--- src/design/gfg_pkg.sv ---
`timescale 1ns / 1ps
// ----------------------------------------------------------------------------
// gfg_pkg
// Shared types, codes and constants of the GPS fix gate.
// ----------------------------------------------------------------------------
package gfg_pkg;

    localparam int CoordW = 32;            // Q23.8 coordinates
    localparam int RadW   = 24;            // Q16.8 radii
    localparam int SqW    = 2 * RadW;      // squared radius
    localparam int CountW = 8;
    localparam int AddrW  = 4;
    localparam int DataW  = 32;

    localparam logic [RadW-1:0]   InnovRadiusRst  = RadW'(1280);
    localparam logic [RadW-1:0]   StableRadiusRst = RadW'(256);
    localparam logic [CountW-1:0] FixesNeededRst  = CountW'(3);
    localparam logic [CountW-1:0] CountMax        = '1;

    typedef enum logic [1:0] {
        MODE_WAIT     = 2'd0,
        MODE_TRACK    = 2'd1,
        MODE_DEGRADED = 2'd2,
        MODE_RELOC    = 2'd3
    } t_mode;

    typedef enum logic [1:0] {
        ACT_NONE   = 2'd0,
        ACT_ACCEPT = 2'd1,
        ACT_REJECT = 2'd2,
        ACT_RESET  = 2'd3
    } t_action;

    typedef enum logic [1:0] {
        CMD_FIX        = 2'd0,
        CMD_TIMEOUT    = 2'd1,
        CMD_RESET_CONF = 2'd2
    } t_cmd;

    typedef enum logic [1:0] {
        REG_INNOV_RADIUS  = 2'd0,
        REG_STABLE_RADIUS = 2'd1,
        REG_FIXES_NEEDED  = 2'd2
    } t_reg_idx;

    typedef struct packed {
        logic [RadW-1:0]   innov_radius;
        logic [SqW-1:0]    innov_sq;
        logic [RadW-1:0]   stable_radius;
        logic [SqW-1:0]    stable_sq;
        logic [CountW-1:0] fixes_needed;
    } t_cfg;

    typedef struct packed {
        logic [1:0] command;
        logic       fix_valid;
        logic       pred_offered;
        logic       prediction_valid;
        logic       reset_succeeded;
    } t_item_ctl;

    typedef struct packed {
        logic innov_in;    // fix inside innovation radius of prediction
        logic stable_in;   // fix inside stable radius of anchor
    } t_dist_flags;

endpackage

--- src/design/gfg_dist.sv ---
`timescale 1ns / 1ps
// ----------------------------------------------------------------------------
// gfg_dist
// Planar radius test on squared distances: |dx|,|dy| <= r and dx^2+dy^2 <= r^2.
// ----------------------------------------------------------------------------
module gfg_dist (
    input  logic [gfg_pkg::CoordW-1:0] i_ax,
    input  logic [gfg_pkg::CoordW-1:0] i_ay,
    input  logic [gfg_pkg::CoordW-1:0] i_bx,
    input  logic [gfg_pkg::CoordW-1:0] i_by,
    input  logic [gfg_pkg::RadW-1:0]   i_radius,
    input  logic [gfg_pkg::SqW-1:0]    i_radius_sq,
    output logic                       o_within
);
    import gfg_pkg::*;

    logic [CoordW:0] w_dx, w_dy, w_adx, w_ady;
    logic            w_x_ok, w_y_ok;
    logic [SqW-1:0]  w_sqx, w_sqy;
    logic [SqW:0]    w_sum;

    // 33-bit differences of sign-extended operands, top bit is the sign
    assign w_dx  = {i_ax[CoordW-1], i_ax} - {i_bx[CoordW-1], i_bx};
    assign w_dy  = {i_ay[CoordW-1], i_ay} - {i_by[CoordW-1], i_by};
    assign w_adx = w_dx[CoordW] ? (CoordW+1)'(-w_dx) : w_dx;
    assign w_ady = w_dy[CoordW] ? (CoordW+1)'(-w_dy) : w_dy;

    assign w_x_ok = (w_adx[CoordW:RadW] == '0) && (w_adx[RadW-1:0] <= i_radius);
    assign w_y_ok = (w_ady[CoordW:RadW] == '0) && (w_ady[RadW-1:0] <= i_radius);

    // squares only matter when both components fit the radius width
    assign w_sqx = SqW'(w_adx[RadW-1:0]) * SqW'(w_adx[RadW-1:0]);
    assign w_sqy = SqW'(w_ady[RadW-1:0]) * SqW'(w_ady[RadW-1:0]);
    assign w_sum = {1'b0, w_sqx} + {1'b0, w_sqy};

    assign o_within = w_x_ok && w_y_ok && (w_sum <= {1'b0, i_radius_sq});

endmodule

--- config.mk ---
export PLATFORM = sky130hd
export DESIGN_NAME = gfg_dist
export DESIGN_NICKNAME = d
export VERILOG_FILES = /design/src/design/gfg_pkg.sv /design/src/design/gfg_dist.sv
export SDC_FILE = /design/constraint.sdc
export NUM_CORES = 2
export LEC_CHECK = 0
export ABC_AREA = 1
export BUFFER_PORTS_ARGS = -buffer_cell sky130_fd_sc_hd__buf_4
export CORE_ASPECT_RATIO = 1.2
export CORE_MARGIN = 2
export CORE_UTILIZATION = 65
export DETAILED_ROUTE_END_ITERATION = 7
export MAX_ROUTING_LAYER = met4
export PLACE_DENSITY_LB_ADDON = 0.3
export SLEW_MARGIN = 20
export SYNTH_ARGS = -nofsm -noshare
export SYNTH_HDL_FRONTEND = slang
export SYNTH_SLANG_ARGS = --single-unit
--- constraint.sdc ---
create_clock -name vclk -period 30.7
set_input_delay 3.07 -clock vclk [all_inputs]
set_output_delay 3.07 -clock vclk [all_outputs]
set_load 0.1 [all_outputs]
==> flow_summary.ini <==
[global_route]
grt_pass1_wl_um = 197000
globalRouteTotalUtil = 0.397
grt_start_max_net_pins = 37
grt_pass1_vias = 37100
global_route.overflow_total = 0
antenna_violations_before_repair = 2

[clock_tree]
ctsHoldBuffers = 0
cts_resized = 0
post_cts_setup_bufs = 0

[worst_hold_path]
hp-class = in2out
hold_path_startpoint = i_ay[31]

[detailed_routing]
wl_um = 124000
drt_first_iter_violations = 2396
drtAntennaViolNets = 0
drt-pass1-iter-count = 5
drt_drc_violations_left = 0
routed_wire_length_per_instance_um = 19.3
dr_total_vias = 35300
route.detailed.vias_per_inst = 5.50

[sta]
worst_pin_slew_ns = 0.974
postLayoutSetupSlackWorst_ns = 10.55
fmax_mhz = 49.6
fin_tns_setup_ns = 0
hold_violations = 0
timing.final.setup_violations = 0
timing.final.crit_share = 0.656
worst_rel_slew_slack = 0.344
hold-worst-slack_ns = 7.15
layout_min_cycle_time_ns = 20.15
setup_repair_after_global_routing_missed_its_margin = false
slew_violations = 0

[place]
port-buffer-count = 201
finalWeightedCongestion = 1.02
pre_cts_slack_ns = 10.74
post-dp-hpwl_um = 110000

[die]
io-pin-count = 201
horizontal_die_dimension_um = 236
fp.dieArea_um2 = 66700
fp.dieH_um = 282
core_um2 = 64200
floorplan.initialDensity = 0.654
floorplan.rows = 102

[yosys]
seq_area_frac_synth = 0
yosys.area_share.xor_xnor = 0.0208
synthAdderAreaFrac = 0.592
yosysWarnings = 0
post_synth_num_cell_types = 61
postSynthCellCount = 5443
yosys-mux-area-fraction = 0
syn_avg_cell_area_um2 = 7.72
syn-num-nets = 7068
synth_compound_gate_area_share = 0.0424
netlist_area_um2 = 42000
yosys.area_share.simple = 0.178
combinational_family_with_the_most_area_after_synthesis = adder cells

[final_layout]
multiInputGateArea_um2 = 35000
nNetsFinal = 7216
final.clkbuf_count = 0
layout_common_cells = 1693 x sky130_fd_sc_hd__inv_1, 939 x sky130_fd_sc_hd__fa_1, 883 x sky130_fd_sc_hd__nand2_1
area_growth_pct = 5.59
nFillCells = 5548
final_common_cell = sky130_fd_sc_hd__inv_1
register_cell_area_after_layout_um2 = 0
layout.sequential_cells = 0
proportion_of_layout_cells_with_a_drive_suffix_above_1 = 0.0648

[setup_path]
crit_type = in2out
crit_slowest_cell = sky130_fd_sc_hd__xor2_4
startpoint = i_ay[0]
timing.critical_path.required_ns = 27.63
crit_fanout = 35
setup.worst_path.start_class = input port
worst_ep_arrival_time_ns = 17.08
crit_path_end_kind = primary output
cp_slowest_stage_delay_ns = 0.70
worst_path_most_repeated_cell = sky130_fd_sc_hd__nand2_1

[run]
maxCapViolCount = 0

[run_status]
outcome = finished, final reports clean
## critical path, delay by kind of cell
family / cells / cell delay [ns]
AND/OR/NAND/NOR: 29 / 3.40
AO/OA/AOI/OAI: 10 / 2.02
adder cells (fa/ha/maj): 13 / 5.73
XOR/XNOR: 2 / 0.89
buffers and inverters: 14 / 1.92
## final cells by class
type | count | share of cell area
Timing Repair Buffer | 236 | 0.0399
Antenna cell | 2 | 0.000113
Inverter | 1740 | 0.147
Tap cell | 832 | 0.0235
Multi-Input combinational cell | 3613 | 0.789
## cells by family (layout without fill, tap and decap cells)
kind of cell               Yosys count  count (layout)
AOI/OAI and AO/OA                  305             305
other                                0               2
adders and majority gates         1425            1425
and+or+nand+nor                   1795            1795
xor gates and xnor gates            88              88
buffers and inverters             1830            1976
## metrics by stage
stage                     instance area (um^2)   util  cells
after floorplan                          42000      -   5443
after global placement                   44300  0.691   6421
after detailed placement                 44300  0.691   6421
after CTS                                44300  0.691   6421
after global routing                     44400  0.691   6423
final                                    44400  0.691   6423
## Yosys cell counts, types with 7 or more instances
cell                          n  area, um^2
sky130_fd_sc_hd__inv_1     1693        6350
sky130_fd_sc_hd__fa_1       939       18800
sky130_fd_sc_hd__nand2_1    883        3310
sky130_fd_sc_hd__nor2_1     587        2200
sky130_fd_sc_hd__ha_1       486        6080
sky130_fd_sc_hd__a21oi_1    152         761
sky130_fd_sc_hd__nand3_1    150         751
sky130_fd_sc_hd__nand4_1     61         382
sky130_fd_sc_hd__buf_2       60         300
sky130_fd_sc_hd__o21ai_0     51         255
sky130_fd_sc_hd__xor2_1      48         420
sky130_fd_sc_hd__inv_2       40         150
sky130_fd_sc_hd__nor3_1      29         145
sky130_fd_sc_hd__xnor2_1     28         245
sky130_fd_sc_hd__a31oi_1     27         169
sky130_fd_sc_hd__nand2_2     21         131
sky130_fd_sc_hd__clkbuf_1    19        71.3
sky130_fd_sc_hd__nor2_2      14        87.6
sky130_fd_sc_hd__o21bai_1    13        97.6
sky130_fd_sc_hd__xor2_2      11         179
sky130_fd_sc_hd__nand3b_1     8        60.1
sky130_fd_sc_hd__a21o_1       7        52.6
sky130_fd_sc_hd__nor2_4       7        78.8
sky130_fd_sc_hd__o21a_1       7        52.6
## per-layer routing
metal / global-route usage / wire length (um) / up-vias
li1: - / - / 16100
met1: 0.468 / 45500 / 17000
met2: 0.656 / 58500 / 1734
met3: 0.0854 / 12500 / 421
met4: 0.186 / 7640 / 0
met5: - / 0 / -
## worst paths after layout
kind / endpoint / cells past startpoint
worst max-delay path: o_within / 68
worst min-delay path: o_within / 10
