--- src/design/gfg_pkg.sv ---
`timescale 1ns / 1ps
// ----------------------------------------------------------------------------
// gfg_pkg
// Shared types, codes and constants of the GPS fix gate.
// ----------------------------------------------------------------------------
package gfg_pkg;

    localparam int CoordW = 32;            // Q23.8 coordinates
    localparam int RadW   = 24;            // Q16.8 radii
    localparam int SqW    = 2 * RadW;      // squared radius
    localparam int CountW = 8;
    localparam int AddrW  = 4;
    localparam int DataW  = 32;

    localparam logic [RadW-1:0]   InnovRadiusRst  = RadW'(1280);
    localparam logic [RadW-1:0]   StableRadiusRst = RadW'(256);
    localparam logic [CountW-1:0] FixesNeededRst  = CountW'(3);
    localparam logic [CountW-1:0] CountMax        = '1;

    typedef enum logic [1:0] {
        MODE_WAIT     = 2'd0,
        MODE_TRACK    = 2'd1,
        MODE_DEGRADED = 2'd2,
        MODE_RELOC    = 2'd3
    } t_mode;

    typedef enum logic [1:0] {
        ACT_NONE   = 2'd0,
        ACT_ACCEPT = 2'd1,
        ACT_REJECT = 2'd2,
        ACT_RESET  = 2'd3
    } t_action;

    typedef enum logic [1:0] {
        CMD_FIX        = 2'd0,
        CMD_TIMEOUT    = 2'd1,
        CMD_RESET_CONF = 2'd2
    } t_cmd;

    typedef enum logic [1:0] {
        REG_INNOV_RADIUS  = 2'd0,
        REG_STABLE_RADIUS = 2'd1,
        REG_FIXES_NEEDED  = 2'd2
    } t_reg_idx;

    typedef struct packed {
        logic [RadW-1:0]   innov_radius;
        logic [SqW-1:0]    innov_sq;
        logic [RadW-1:0]   stable_radius;
        logic [SqW-1:0]    stable_sq;
        logic [CountW-1:0] fixes_needed;
    } t_cfg;

    typedef struct packed {
        logic [1:0] command;
        logic       fix_valid;
        logic       pred_offered;
        logic       prediction_valid;
        logic       reset_succeeded;
    } t_item_ctl;

    typedef struct packed {
        logic innov_in;    // fix inside innovation radius of prediction
        logic stable_in;   // fix inside stable radius of anchor
    } t_dist_flags;

endpackage

--- src/design/gfg_regs.sv ---
`timescale 1ns / 1ps
// ----------------------------------------------------------------------------
// gfg_regs
// APB configuration registers; squared radii kept in registers.
// ----------------------------------------------------------------------------
module gfg_regs (
    input  logic                      i_clk,
    input  logic                      i_rst_n,
    input  logic                      psel,
    input  logic                      penable,
    input  logic                      pwrite,
    input  logic [gfg_pkg::AddrW-1:0] paddr,
    input  logic [gfg_pkg::DataW-1:0] pwdata,
    output logic [gfg_pkg::DataW-1:0] prdata,
    output logic                      pready,
    output gfg_pkg::t_cfg             o_cfg
);
    import gfg_pkg::*;

    logic [RadW-1:0]   r_innov_radius;
    logic [RadW-1:0]   r_stable_radius;
    logic [CountW-1:0] r_fixes_needed;
    logic [SqW-1:0]    r_innov_sq;
    logic [SqW-1:0]    r_stable_sq;
    logic              w_wr;
    t_reg_idx          w_idx;

    assign pready = 1'b1;
    assign w_wr   = psel & penable & pwrite;
    assign w_idx  = t_reg_idx'(paddr[AddrW-1:2]);

    always_ff @(posedge i_clk) begin
        if (!i_rst_n) begin
            r_innov_radius  <= InnovRadiusRst;
            r_stable_radius <= StableRadiusRst;
            r_fixes_needed  <= FixesNeededRst;
        end else if (w_wr) begin
            unique case (w_idx)
                REG_INNOV_RADIUS:  r_innov_radius  <= pwdata[RadW-1:0];
                REG_STABLE_RADIUS: r_stable_radius <= pwdata[RadW-1:0];
                REG_FIXES_NEEDED:  r_fixes_needed  <= pwdata[CountW-1:0];
                default: ;
            endcase
        end
    end

    // squares are registered and follow the radii in the next cycle
    always_ff @(posedge i_clk) begin
        r_innov_sq  <= SqW'(r_innov_radius) * SqW'(r_innov_radius);
        r_stable_sq <= SqW'(r_stable_radius) * SqW'(r_stable_radius);
    end

    always_comb begin
        unique case (w_idx)
            REG_INNOV_RADIUS:  prdata = DataW'(r_innov_radius);
            REG_STABLE_RADIUS: prdata = DataW'(r_stable_radius);
            REG_FIXES_NEEDED:  prdata = DataW'(r_fixes_needed);
            default:           prdata = '0;
        endcase
    end

    assign o_cfg.innov_radius  = r_innov_radius;
    assign o_cfg.innov_sq      = r_innov_sq;
    assign o_cfg.stable_radius = r_stable_radius;
    assign o_cfg.stable_sq     = r_stable_sq;
    assign o_cfg.fixes_needed  = r_fixes_needed;

endmodule

--- config.mk ---
export PLATFORM = sky130hd
export DESIGN_NAME = gfg_regs
export DESIGN_NICKNAME = d
export VERILOG_FILES = /design/src/design/gfg_pkg.sv /design/src/design/gfg_regs.sv
export SDC_FILE = /design/constraint.sdc
export NUM_CORES = 2
export LEC_CHECK = 0
export ABC_AREA = 1
export BUFFER_PORTS_ARGS = -buffer_cell sky130_fd_sc_hd__buf_2
export CAP_MARGIN = 0
export CORE_AREA = 2 2 262 264
export DETAILED_ROUTE_END_ITERATION = 10
export DIE_AREA = 0 0 264 266
export GPL_ROUTABILITY_DRIVEN = 0
export PLACE_DENSITY = 0.8
export SYNTH_ARGS = -nofsm -noshare
export SYNTH_HDL_FRONTEND = slang
export SYNTH_SLANG_ARGS = --single-unit
--- constraint.sdc ---
create_clock -name i_clk -period 6.3 [get_ports i_clk]
set_clock_uncertainty 0.15 [all_clocks]
set_input_delay 0.945 -clock i_clk [delete_from_list [all_inputs] [get_ports i_clk]]
set_output_delay 0.945 -clock i_clk [all_outputs]
set_load 0.005 [all_outputs]
==> out/metrics.yaml <==
timing:
  fmax_mhz: 161
  finalHoldViolations: 0
  slew_violations: 0
  slew_headroom: 0.440
  finalCritPeriodShare: 0.986
  finalSetupTns_ns: 0
  fin_hold_ws_ns: 0.339
  worst_slew_pin_slew_ns: 0.840
  layout_min_cycle_time_ns: 6.21
  setup_viol: 0
die:
  start_util: 0.580
  coreArea_um2: 67700
  pin_count: 226
  design.die.area_um2: 70200
  die_h_um: 266
  rows: 96
  die_w_um: 264
finish:
  final_cells: 6400
  utilization: 0.673
  syn2layout_area_growth_pct: 16.0
  fill_cells: 5099
  nNetsFinal: 6736
  drive_gt1_frac: 0.144
worst_setup_path:
  cp_slowest_cell: "fa_1"
  path_cells: "buf_6 -> nand2_1 -> fa_1 -> inv_1 -> fa_1 -> inv_1 -> fa_1 -> fa_1 -> inv_1 -> fa_1 -> fa_1 -> inv_1 -> fa_1 -> inv_1 -> ha_2 -> nand2_2 -> nor2_2 -> nand2_1 -> nor2_2 -> nand2_1 -> nand3_1 -> xor2_2"
  crit_path_end_kind: "register"
  worst_ep_arrival_time_ns: 6.44
  cp_max_fo: 11
  worstSetupStartpointType: "register"
  critPathMaxStageDelay_ns: 0.57
  regToRegSetupSlack_ns: 0.09
  worstReg2RegEnd: "r_innov_sq[30]"
  reg2reg_from: "r_innov_radius[17]"
  worstSetupPathType: "register to register"
  required_ns: 6.54
  rr_worst_depth: 22
  crit_path_frequent_cell: "fa_1"
clock_tree:
  cts.sinks: 150
  cts_tree: "yes"
  clk_path_buf_depth: 2
  clk_latency_ns: 0.49
  htreeDepth: 4
  path_clk_slew_ns: 0.07
  cts_buffers: 17
  root_buffer: "clkbuf_16"
  cts_hold_buf: 0
power_and_ir_drop:
  finalPower_mw: 2.90
  powerDensity_nw_per_um2: 63.7
  p_leak_nw: 28.5
  max-vdd-ir-drop_mv: 0.221
logic_synthesis:
  postSynthCellCount: 5065
  ys.flop_type: "dfxtp_1"
  netlist_area_um2: 39300
  synth_enable_flop_cells: 0
  synth_top_area_frac: 0.429
  avgSynthCellArea_um2: 7.76
  ys_ff_latch: 150
  seq_area_frac_synth: 0.0764
  ys_warn_count: 0
  async_flop_share: 0
  yosysUniqueCellTypes: 34
  ys_top_cells_by_area: "fa_1 (43%), inv_1 (16%), nand2_1 (12%)"
  synth_top_cell_by_area: "fa_1"
drt:
  wirelength_mm: 113
  drtPass1Iterations: 6
  drc_errors: 0
  ant_nets: 0
  vias: 32886
  drtIter0Drc: 2466
  post_drt_wl_per_cell_um: 17.7
  via_per_inst: 5.14
run_status:
  status: "finished clean"
min_path:
  hold_depth: 2
  min_to: "r_fixes_needed[0]"
  worstHoldStart: "r_fixes_needed[0]"
  worst_hold_path_type: "register to register"
job:
  maxCapViolCount: 0
grt:
  grtUsageTotal: 0.319
  antenna_found_initial: 8
  grt_pass1_vias: 34976
  gr-total-overflow: 0
  grt_max_degree: 57
  grt_pass1_wl_mm: 174
place:
  dp_hpwl_mm: 91.9
  portBuffers: 204
  placed_cells: 6337
==> layout by cell type, fill, tap and decap left out, types with 14 or more instances in the layout <==
cell	instances
xnor2_1	26
buf_2	204
nand3_2	14
dfxtp_2	19
dfxtp_4	22
fa_1	835
nand3_1	63
clkbuf_16	28
dfxtp_1	109
nor2_2	37
o21ai_0	60
xor2_1	47
ha_1	319
buf_4	286
buf_12	35
nor2_1	173
ha_4	27
inv_1	1720
a21oi_1	84
nand2_1	1203
nand2_2	35
==> timing repair <==
action,4_1_cts,5_1_grt
resized for setup,18,232
gates cloned,0,11
setup endpoints to repair,52,64
buffers inserted,0,15
pin swaps,0,28
==> flip-flops by register name (all words and copies together) (netlist names) <==
| signal | count |
|---|---|
| r_innov_sq | 47 |
| r_stable_sq | 47 |
| r_innov_radius | 24 |
| r_stable_radius | 24 |
| r_fixes_needed | 8 |
==> through the flow <==
stage,worst slack [ns],area [µm²]
after floorplan,0.0637,39300
after global placement,-0.170,43700
after detailed placement,-0.201,43700
after CTS,0.000824,44300
after global routing,-0.141,45600
final,0.0910,45600
==> cell families (layout without fill, tap and decap cells) <==
kind of cell / count (synthesis) / after routing / share of synthesized area
fa+ha+maj: 1195 / 1195 / 0.542
simple gates: 1572 / 1572 / 0.156
compound gates: 198 / 198 / 0.0277
buf+inv: 1872 / 2311 / 0.181
xor+xnor: 76 / 76 / 0.0169
other cells: 2 / 16 / 0.000191
flops: 150 / 150 / 0.0764
==> worst max path at each step <==
stage / from / end / slack, ns / depth (start not counted)
4_1_cts: r_stable_radius[0] / r_stable_sq[39] / 0.0008 / 24
5_1_grt: r_innov_radius[9] / r_innov_sq[34] / -0.14 / 30
2_1_floorplan: r_stable_radius[14] / r_stable_sq[34] / 0.06 / 27
3_3_place_gp: r_innov_radius[13] / r_innov_sq[24] / -0.17 / 22
6_report: r_innov_radius[17] / r_innov_sq[30] / 0.09 / 22
3_5_place_dp: r_innov_radius[17] / r_innov_sq[24] / -0.20 / 22
==> layer usage <==
| layer | track usage | vias up | wire length (µm) |
|---|---|---|---|
| met3 | 0.0962 | 424 | 12700 |
| met2 | 0.549 | 1604 | 55400 |
| li1 | - | 14980 | - |
| met5 | 0 | - | 31 |
| met1 | 0.364 | 15872 | 38100 |
| met4 | 0.154 | 6 | 6730 |
==> Yosys cell counts (3+ instances only) <==
library cell / n
o22ai_1: 13
dfxtp_1: 150
fa_1: 843
nor2_2: 4
nand3_1: 70
nand4_1: 11
inv_1: 1723
nor3_1: 9
a31oi_1: 8
xor2_1: 50
a21oi_1: 92
buf_4: 11
nand2_1: 1241
o21ai_0: 60
clkbuf_1: 123
or2_2: 6
nand3_2: 9
ha_1: 352
o211ai_1: 3
inv_2: 5
o221ai_1: 3
buf_6: 6
o21bai_1: 13
a22o_1: 3
xnor2_1: 26
nor2_1: 216
==> power by group <==
| part | switching (mW) | internal, mW |
|---|---|---|
| Sequential | 0.0320 | 0.991 |
| Combinational | 0.471 | 0.334 |
| Clock | 0.514 | 0.559 |
| Total | 1.02 | 1.88 |
==> final cells by class <==
| type | instances | area [µm²] | area share |
|---|---|---|---|
| diodes | 5 | 12.5 | 0.000275 |
| flip-flops and latches | 150 | 3110 | 0.0682 |
| clock inverters | 15 | 159 | 0.00349 |
| clock buffers | 17 | 425 | 0.00934 |
| well taps | 882 | 1100 | 0.0242 |
| inverters | 1728 | 6490 | 0.142 |
| multi-input cells | 3052 | 30000 | 0.657 |
| repair buffers | 551 | 4320 | 0.0947 |
==> worst max-delay path: cells and delay by family, from the launching register on <==
kind	cells	cell delay [ns]
adders and majority gates	8	3.95
and+or+nand+nor	7	0.82
buffers and inverters	6	0.52
DFF	1	0.44
xor gates and xnor gates	1	0.21
Note: power is estimated with default switching activity, not from simulation.
