File: config.mk
export PLATFORM = sky130hd
export DESIGN_NAME = gfg_fsm
export DESIGN_NICKNAME = d
export VERILOG_FILES = /design/src/design/gfg_pkg.sv /design/src/design/gfg_fsm.sv
export SDC_FILE = /design/constraint.sdc
export NUM_CORES = 1
export LEC_CHECK = 0
export BUFFER_PORTS_ARGS = -buffer_cell sky130_fd_sc_hd__buf_2
export CORE_MARGIN = 4
export CORE_UTILIZATION = 25
export DETAILED_ROUTE_END_ITERATION = 16
export PLACE_DENSITY = 0.54
export SLEW_MARGIN = 40
export SYNTH_ARGS = -nofsm -noshare
export SYNTH_HDL_FRONTEND = slang
export SYNTH_SLANG_ARGS = --single-unit
File: constraint.sdc
create_clock -name i_clk -period 3.5 [get_ports i_clk]
set_input_delay 0.175 -clock i_clk [delete_from_list [all_inputs] [get_ports i_clk]]
set_output_delay 0.175 -clock i_clk [all_outputs]
set_load 0.005 [all_outputs]
File: src/design/gfg_pkg.sv
`timescale 1ns / 1ps
// ----------------------------------------------------------------------------
// gfg_pkg
// Shared types, codes and constants of the GPS fix gate.
// ----------------------------------------------------------------------------
package gfg_pkg;

    localparam int CoordW = 32;            // Q23.8 coordinates
    localparam int RadW   = 24;            // Q16.8 radii
    localparam int SqW    = 2 * RadW;      // squared radius
    localparam int CountW = 8;
    localparam int AddrW  = 4;
    localparam int DataW  = 32;

    localparam logic [RadW-1:0]   InnovRadiusRst  = RadW'(1280);
    localparam logic [RadW-1:0]   StableRadiusRst = RadW'(256);
    localparam logic [CountW-1:0] FixesNeededRst  = CountW'(3);
    localparam logic [CountW-1:0] CountMax        = '1;

    typedef enum logic [1:0] {
        MODE_WAIT     = 2'd0,
        MODE_TRACK    = 2'd1,
        MODE_DEGRADED = 2'd2,
        MODE_RELOC    = 2'd3
    } t_mode;

    typedef enum logic [1:0] {
        ACT_NONE   = 2'd0,
        ACT_ACCEPT = 2'd1,
        ACT_REJECT = 2'd2,
        ACT_RESET  = 2'd3
    } t_action;

    typedef enum logic [1:0] {
        CMD_FIX        = 2'd0,
        CMD_TIMEOUT    = 2'd1,
        CMD_RESET_CONF = 2'd2
    } t_cmd;

    typedef enum logic [1:0] {
        REG_INNOV_RADIUS  = 2'd0,
        REG_STABLE_RADIUS = 2'd1,
        REG_FIXES_NEEDED  = 2'd2
    } t_reg_idx;

    typedef struct packed {
        logic [RadW-1:0]   innov_radius;
        logic [SqW-1:0]    innov_sq;
        logic [RadW-1:0]   stable_radius;
        logic [SqW-1:0]    stable_sq;
        logic [CountW-1:0] fixes_needed;
    } t_cfg;

    typedef struct packed {
        logic [1:0] command;
        logic       fix_valid;
        logic       pred_offered;
        logic       prediction_valid;
        logic       reset_succeeded;
    } t_item_ctl;

    typedef struct packed {
        logic innov_in;    // fix inside innovation radius of prediction
        logic stable_in;   // fix inside stable radius of anchor
    } t_dist_flags;

endpackage

File: src/design/gfg_fsm.sv
`timescale 1ns / 1ps
// ----------------------------------------------------------------------------
// gfg_fsm
// Gate state machine: mode, stable-fix counter, anchor and reset flags.
// ----------------------------------------------------------------------------
module gfg_fsm (
    input  logic                        i_clk,
    input  logic                        i_rst_n,
    input  logic                        i_step,
    input  gfg_pkg::t_item_ctl          i_ctl,
    input  logic [gfg_pkg::CoordW-1:0]  i_fix_x,
    input  logic [gfg_pkg::CoordW-1:0]  i_fix_y,
    input  gfg_pkg::t_dist_flags        i_flags,
    input  logic [gfg_pkg::CountW-1:0]  i_fixes_needed,
    output logic [gfg_pkg::CoordW-1:0]  o_anchor_x,
    output logic [gfg_pkg::CoordW-1:0]  o_anchor_y,
    output gfg_pkg::t_action            o_action,
    output gfg_pkg::t_mode              o_mode
);
    import gfg_pkg::*;

    t_mode             r_mode, n_mode;
    logic [CountW-1:0] r_count, n_count;
    logic [CoordW-1:0] r_anchor_x, n_anchor_x;
    logic [CoordW-1:0] r_anchor_y, n_anchor_y;
    logic              r_jump, n_jump;
    logic              r_rst_wait, n_rst_wait;

    t_cmd              w_cmd;
    logic              w_innov_ok;
    logic              w_jump;
    logic              w_restart;
    logic              w_tail;
    logic              w_pass;
    logic [CountW-1:0] w_cnt_mid;
    logic              w_jump_mid;

    assign w_cmd      = t_cmd'(i_ctl.command);
    assign w_innov_ok = i_ctl.prediction_valid && i_flags.innov_in;
    assign w_jump     = i_ctl.pred_offered && !w_innov_ok;

    // relocalization bookkeeping shared by next-state and output logic
    always_comb begin
        w_restart  = 1'b0;
        w_tail     = 1'b0;
        w_cnt_mid  = r_count;
        w_jump_mid = r_jump;
        if (w_cmd == CMD_FIX && i_ctl.fix_valid) begin
            if (r_mode == MODE_DEGRADED && w_jump) begin
                w_restart = 1'b1;
                w_tail    = 1'b1;
            end else if (r_mode == MODE_DEGRADED && !i_ctl.pred_offered) begin
                w_restart = 1'b1;
                w_tail    = 1'b1;
            end else if (r_mode == MODE_RELOC) begin
                w_tail = 1'b1;
                if (i_flags.stable_in) begin
                    w_jump_mid = r_jump | w_jump;
                    w_cnt_mid  = (r_count == CountMax) ? r_count : r_count + 1'b1;
                end else begin
                    w_restart = 1'b1;
                end
            end
            if (w_restart) begin
                w_cnt_mid  = CountW'(1);
                w_jump_mid = w_jump;
            end
        end
        w_pass = (w_cnt_mid >= i_fixes_needed);
    end

    // next state
    always_comb begin
        n_mode     = r_mode;
        n_count    = r_count;
        n_anchor_x = r_anchor_x;
        n_anchor_y = r_anchor_y;
        n_jump     = r_jump;
        n_rst_wait = r_rst_wait;
        unique case (w_cmd)
            CMD_FIX: begin
                if (i_ctl.fix_valid) begin
                    if (r_mode == MODE_WAIT) begin
                        n_mode = MODE_TRACK;
                    end else if (r_mode == MODE_DEGRADED && !w_restart) begin
                        n_mode = MODE_TRACK;
                    end
                    if (w_restart) begin
                        n_mode     = MODE_RELOC;
                        n_anchor_x = i_fix_x;
                        n_anchor_y = i_fix_y;
                        n_rst_wait = 1'b0;
                    end
                    if (w_tail) begin
                        n_count = w_cnt_mid;
                        n_jump  = w_jump_mid;
                        if (w_pass && w_jump_mid) begin
                            n_rst_wait = 1'b1;
                        end else if (w_pass) begin
                            n_mode     = MODE_TRACK;
                            n_count    = '0;
                            n_rst_wait = 1'b0;
                        end
                    end
                end
            end
            CMD_TIMEOUT: begin
                n_mode     = MODE_DEGRADED;
                n_count    = '0;
                n_jump     = 1'b0;
                n_rst_wait = 1'b0;
            end
            CMD_RESET_CONF: begin
                if (i_ctl.reset_succeeded && r_mode == MODE_RELOC && r_rst_wait) begin
                    n_mode     = MODE_TRACK;
                    n_count    = '0;
                    n_jump     = 1'b0;
                    n_rst_wait = 1'b0;
                end
            end
            default: ;
        endcase
    end

    // outputs
    always_comb begin
        o_action = ACT_NONE;
        if (w_cmd == CMD_FIX) begin
            if (!i_ctl.fix_valid) begin
                o_action = ACT_REJECT;
            end else if (w_tail) begin
                if (!w_pass) begin
                    o_action = ACT_REJECT;
                end else if (w_jump_mid) begin
                    o_action = ACT_RESET;
                end else begin
                    o_action = ACT_ACCEPT;
                end
            end else if (r_mode == MODE_TRACK && w_jump) begin
                o_action = ACT_REJECT;
            end else begin
                o_action = ACT_ACCEPT;
            end
        end
    end

    assign o_mode     = n_mode;
    assign o_anchor_x = r_anchor_x;
    assign o_anchor_y = r_anchor_y;

    always_ff @(posedge i_clk) begin
        if (!i_rst_n) begin
            r_mode     <= MODE_WAIT;
            r_count    <= '0;
            r_anchor_x <= '0;
            r_anchor_y <= '0;
            r_jump     <= 1'b0;
            r_rst_wait <= 1'b0;
        end else if (i_step) begin
            r_mode     <= n_mode;
            r_count    <= n_count;
            r_anchor_x <= n_anchor_x;
            r_anchor_y <= n_anchor_y;
            r_jump     <= n_jump;
            r_rst_wait <= n_rst_wait;
        end
    end

endmodule

==> run summary <==
0 antenna diodes ended up in the layout. The number of antenna violations at the first check in global routing is 0. The path class of the lowest-slack min-delay path is in -> reg.

In the routed design, unresolved DRC markers number 0. The utilization after layout came out at 35.2%. The internal portion of total power is 1450 uW. Leaving out fill and tap cells, the most frequent cell in the layout is sky130_fd_sc_hd__buf_2.

The largest net degree at the start of global routing is 72. The die outline width is 126 um. The via count came out at 3433. The final setup slack of the worst path is 147 ps. The placed instances occupy a cell area of 4460 sq um. The critical path data arrival time came out at 3180 ps. The mean number of vias per cell is 4.48. Setup violations remaining at the end of the flow were counted as 0.

The worst setup path is captured at a primary output. The run finished with clean final reports. TritonCTS built the clock tree. Clock tree synthesis inserted a total of 9 buffers.

The clock sink count came out at 76. The number of warnings issued by yosys is 0. Of all flip-flops after synthesis, the portion carrying an async set or reset was 0%. The number of cells produced by synthesis is 429. The number of buffers inserted for hold repair after clock tree synthesis came out at 0. Cells with a size suffix above 1 make up 34.3% of the layout.

The library cells used most frequently in the layout, excluding fill and tap cells, are 148 x sky130_fd_sc_hd__buf_2, 145 x sky130_fd_sc_hd__nand2_1, 72 x sky130_fd_sc_hd__dfxtp_1. The detailed-router iteration count before antenna repair came out at 5. The synthesized area per cell came out at 8.18 sq um. In this run the power density over the cells is 385 nW/um^2. The hold violation count in the final report came out at 0.

The first global-routing pass estimated 15700 um of wire. STA puts the critical path data required time at 3320 ps. Before CTS, the worst setup slack after placement is 193 ps. Counting along the longest clock path gives a buffer depth of 2.

The later-pin clock latency in the skew report came out at 330 ps. The worst slew margin relative to its limit came out at 52.8%. The area of the die is 16000 sq um. The achievable clock frequency is 298 MHz.

Dividing the final minimum period by the clock period gives 95.8%. The worst ir drop on vdd is 0.183 mV. The final HPWL from detailed placement is 7090 um. The antenna violation net count after detailed routing came out at 0.

The total global routing overflow is 0. After clock tree synthesis, the clock-pin slew on the worst setup and hold paths is 60 ps. The boundary pin count is 151.

The post-layout net count came out at 678. Sequential cells burn 46.7% of the power. Routability-driven placement finished with a final weighted congestion of 0.810. STA classifies the critical path startpoint as a flop.

The routed wire length came out at 9860 um. The largest fanout on the critical path is 4. The number of rows created at floorplan is 43. Summing every instance area after synthesis gives 3510 sq um.

The total non-filler cell area in the finished layout is 4860 sq um. The proportion of total power due to net switching is 22.5%. The wire length per cell came out at 12.9 um. The number of fill cells in the layout came out at 1482. The number of distinct library cells after synthesis is 46.

The count of flip-flops with a built-in enable after synthesis is 0. In this run the power spent charging and discharging nets is 422 uW. The number of global-route vias before repair came out at 3289. The core region area came out at 13800 sq um.

After synthesis, the cell types taking the most area are sky130_fd_sc_hd__dfxtp_1 43%, sky130_fd_sc_hd__nand2_1 16%, sky130_fd_sc_hd__a21boi_0 9.0%. For this run, the leading register cell type out of synthesis is sky130_fd_sc_hd__dfxtp_1. Between clock sinks in the finished design, the worst skew comes to 4.80 ps.

The sequential fraction of the synthesis area is 43.4%. The maximum level of the CTS H-tree came out at 3. Per report_power, the clock group accounts for 46.1% of the total.

The initial cell density of the core came out at 25.4%. The synthesized net count came out at 525. The count of port buffers added during placement is 150. The number of maximum-capacitance violations came out at 0.

The area overhead of the layout relative to synthesis is 38.6%. The part of the power in combinational logic came out at 7.2%. The global-route usage over all layers came out at 11.9%. Summed over all instances, the cell type with the most area after synthesis is sky130_fd_sc_hd__dfxtp_1.

The initial DRC count is 98. The tree is rooted in a sky130_fd_sc_hd__clkbuf_16. The critical path in this run is classified as reg -> out. The share of synthesized area in the top cell type comes to 43.4%. The vertical extent of the die is 126 um. The transition time of the tightest slew-check pin is 706 ps. The static leakage power is 0.00213 uW. The synthesized design contains 76 register bits. The total negative slack for setup checks came out at 0 ps. The number of max-slew violations in the final report was 0. The final critical path time including I/O delays and setup is 3350 ps.
what timing repair did:
action | CTS | global route
setup endpoints to repair | 3 | 9
setup buffers | 1 | 5
resized for setup | 3 | 19
pin swaps | 2 | 12
flip-flops by register name, summed over array words and instances (netlist names):
signal and count:
o_anchor_x 32, o_anchor_y 32, r_count 8, r_mode 2, r_jump 1, r_rst_wait 1
kinds of logic after synthesis:
| group | count (synthesis) | synth area share, % |
|---|---|---|
| flip-flops | 76 | 43.4 |
| AO/OA/AOI/OAI | 102 | 21.8 |
| adder cells (fa/ha/maj) | 13 | 4.63 |
| AND/OR/NAND/NOR | 196 | 24.4 |
| multiplexers | 2 | 0.570 |
| buffers and inverters | 37 | 4.49 |
| XOR/XNOR | 3 | 0.749 |
worst paths after layout:
check                  from             end  slack (ps)  depth (start not counted)
max              r_count[0]     o_action[1]         150                         14
min             i_fix_x[26]  o_anchor_x[26]          80                          3
max reg2reg      r_count[0]      r_count[0]         210                         14
min reg2reg  o_anchor_x[25]  o_anchor_x[25]         450                          2
stage by stage:
step / hold WS, ps / std cells / total power (uW)
6_report: 78.4 / 766 / 1870
5_1_grt: 78.3 / 766 / 1960
4_1_cts: 59.5 / 761 / 1910
3_5_place_dp: 422 / 745 / 1030
3_3_place_gp: 418 / 745 / 1030
2_1_floorplan: 310 / 429 / 955
Yosys cell counts, types with 3 or more instances:
cell type / number
sky130_fd_sc_hd__buf_2: 12
sky130_fd_sc_hd__inv_1: 15
sky130_fd_sc_hd__nand3_1: 7
sky130_fd_sc_hd__and2_1: 3
sky130_fd_sc_hd__nand4_1: 3
sky130_fd_sc_hd__nor2_1: 9
sky130_fd_sc_hd__ha_1: 13
sky130_fd_sc_hd__xor2_1: 3
sky130_fd_sc_hd__or3_1: 3
sky130_fd_sc_hd__and3_1: 4
sky130_fd_sc_hd__a21boi_0: 42
sky130_fd_sc_hd__nand2_1: 146
sky130_fd_sc_hd__dfxtp_1: 76
sky130_fd_sc_hd__nor3_1: 5
sky130_fd_sc_hd__o21a_1: 3
sky130_fd_sc_hd__nor2b_1: 4
sky130_fd_sc_hd__clkbuf_1: 8
sky130_fd_sc_hd__a21oi_1: 6
sky130_fd_sc_hd__a21boi_1: 24
sky130_fd_sc_hd__a22o_1: 7
sky130_fd_sc_hd__o21ai_0: 6
metal layers:
| metal | routed length, um | global-route usage, % |
|---|---|---|
| met1 | 4440 | 15.0 |
| met3 | 672 | 2.86 |
| met4 | 77 | 4.92 |
| met5 | 0 | 0 |
| met2 | 4680 | 19.5 |
area by class of cell:
cell class	instances	area [sq um]	area share (%)
Timing Repair Buffer	164	881	18.1
Multi-Input combinational cell	316	1890	39.0
Clock buffer	11	253	5.20
Tap cell	180	225	4.63
Inverter	15	56.3	1.16
Sequential cell	76	1530	31.4
Clock inverter	4	25.0	0.515
power groups by stage:
stage	clock (uW)	combinational [uW]	sequential (uW)
6_report	864	136	875
5_1_grt	929	153	876
4_1_cts	904	133	875
3_5_place_dp	0	132	895
3_3_place_gp	0	132	894
2_1_floorplan	0	62.0	893
worst max-delay path, cell delays in order (launching register included):
cell,delay [ps]
sky130_fd_sc_hd__dfxtp_4,360
sky130_fd_sc_hd__ha_4,160
sky130_fd_sc_hd__and3_4,180
sky130_fd_sc_hd__a211oi_4,320
sky130_fd_sc_hd__buf_6,150
sky130_fd_sc_hd__nand2_4,50
sky130_fd_sc_hd__or3_4,370
sky130_fd_sc_hd__a21oi_4,140
sky130_fd_sc_hd__ha_1,250
sky130_fd_sc_hd__nand4_1,100
sky130_fd_sc_hd__a31oi_2,60
sky130_fd_sc_hd__o31a_1,330
sky130_fd_sc_hd__nor2_2,140
sky130_fd_sc_hd__o21a_1,130
sky130_fd_sc_hd__buf_2,110
Power figures use the tool's default switching activity.
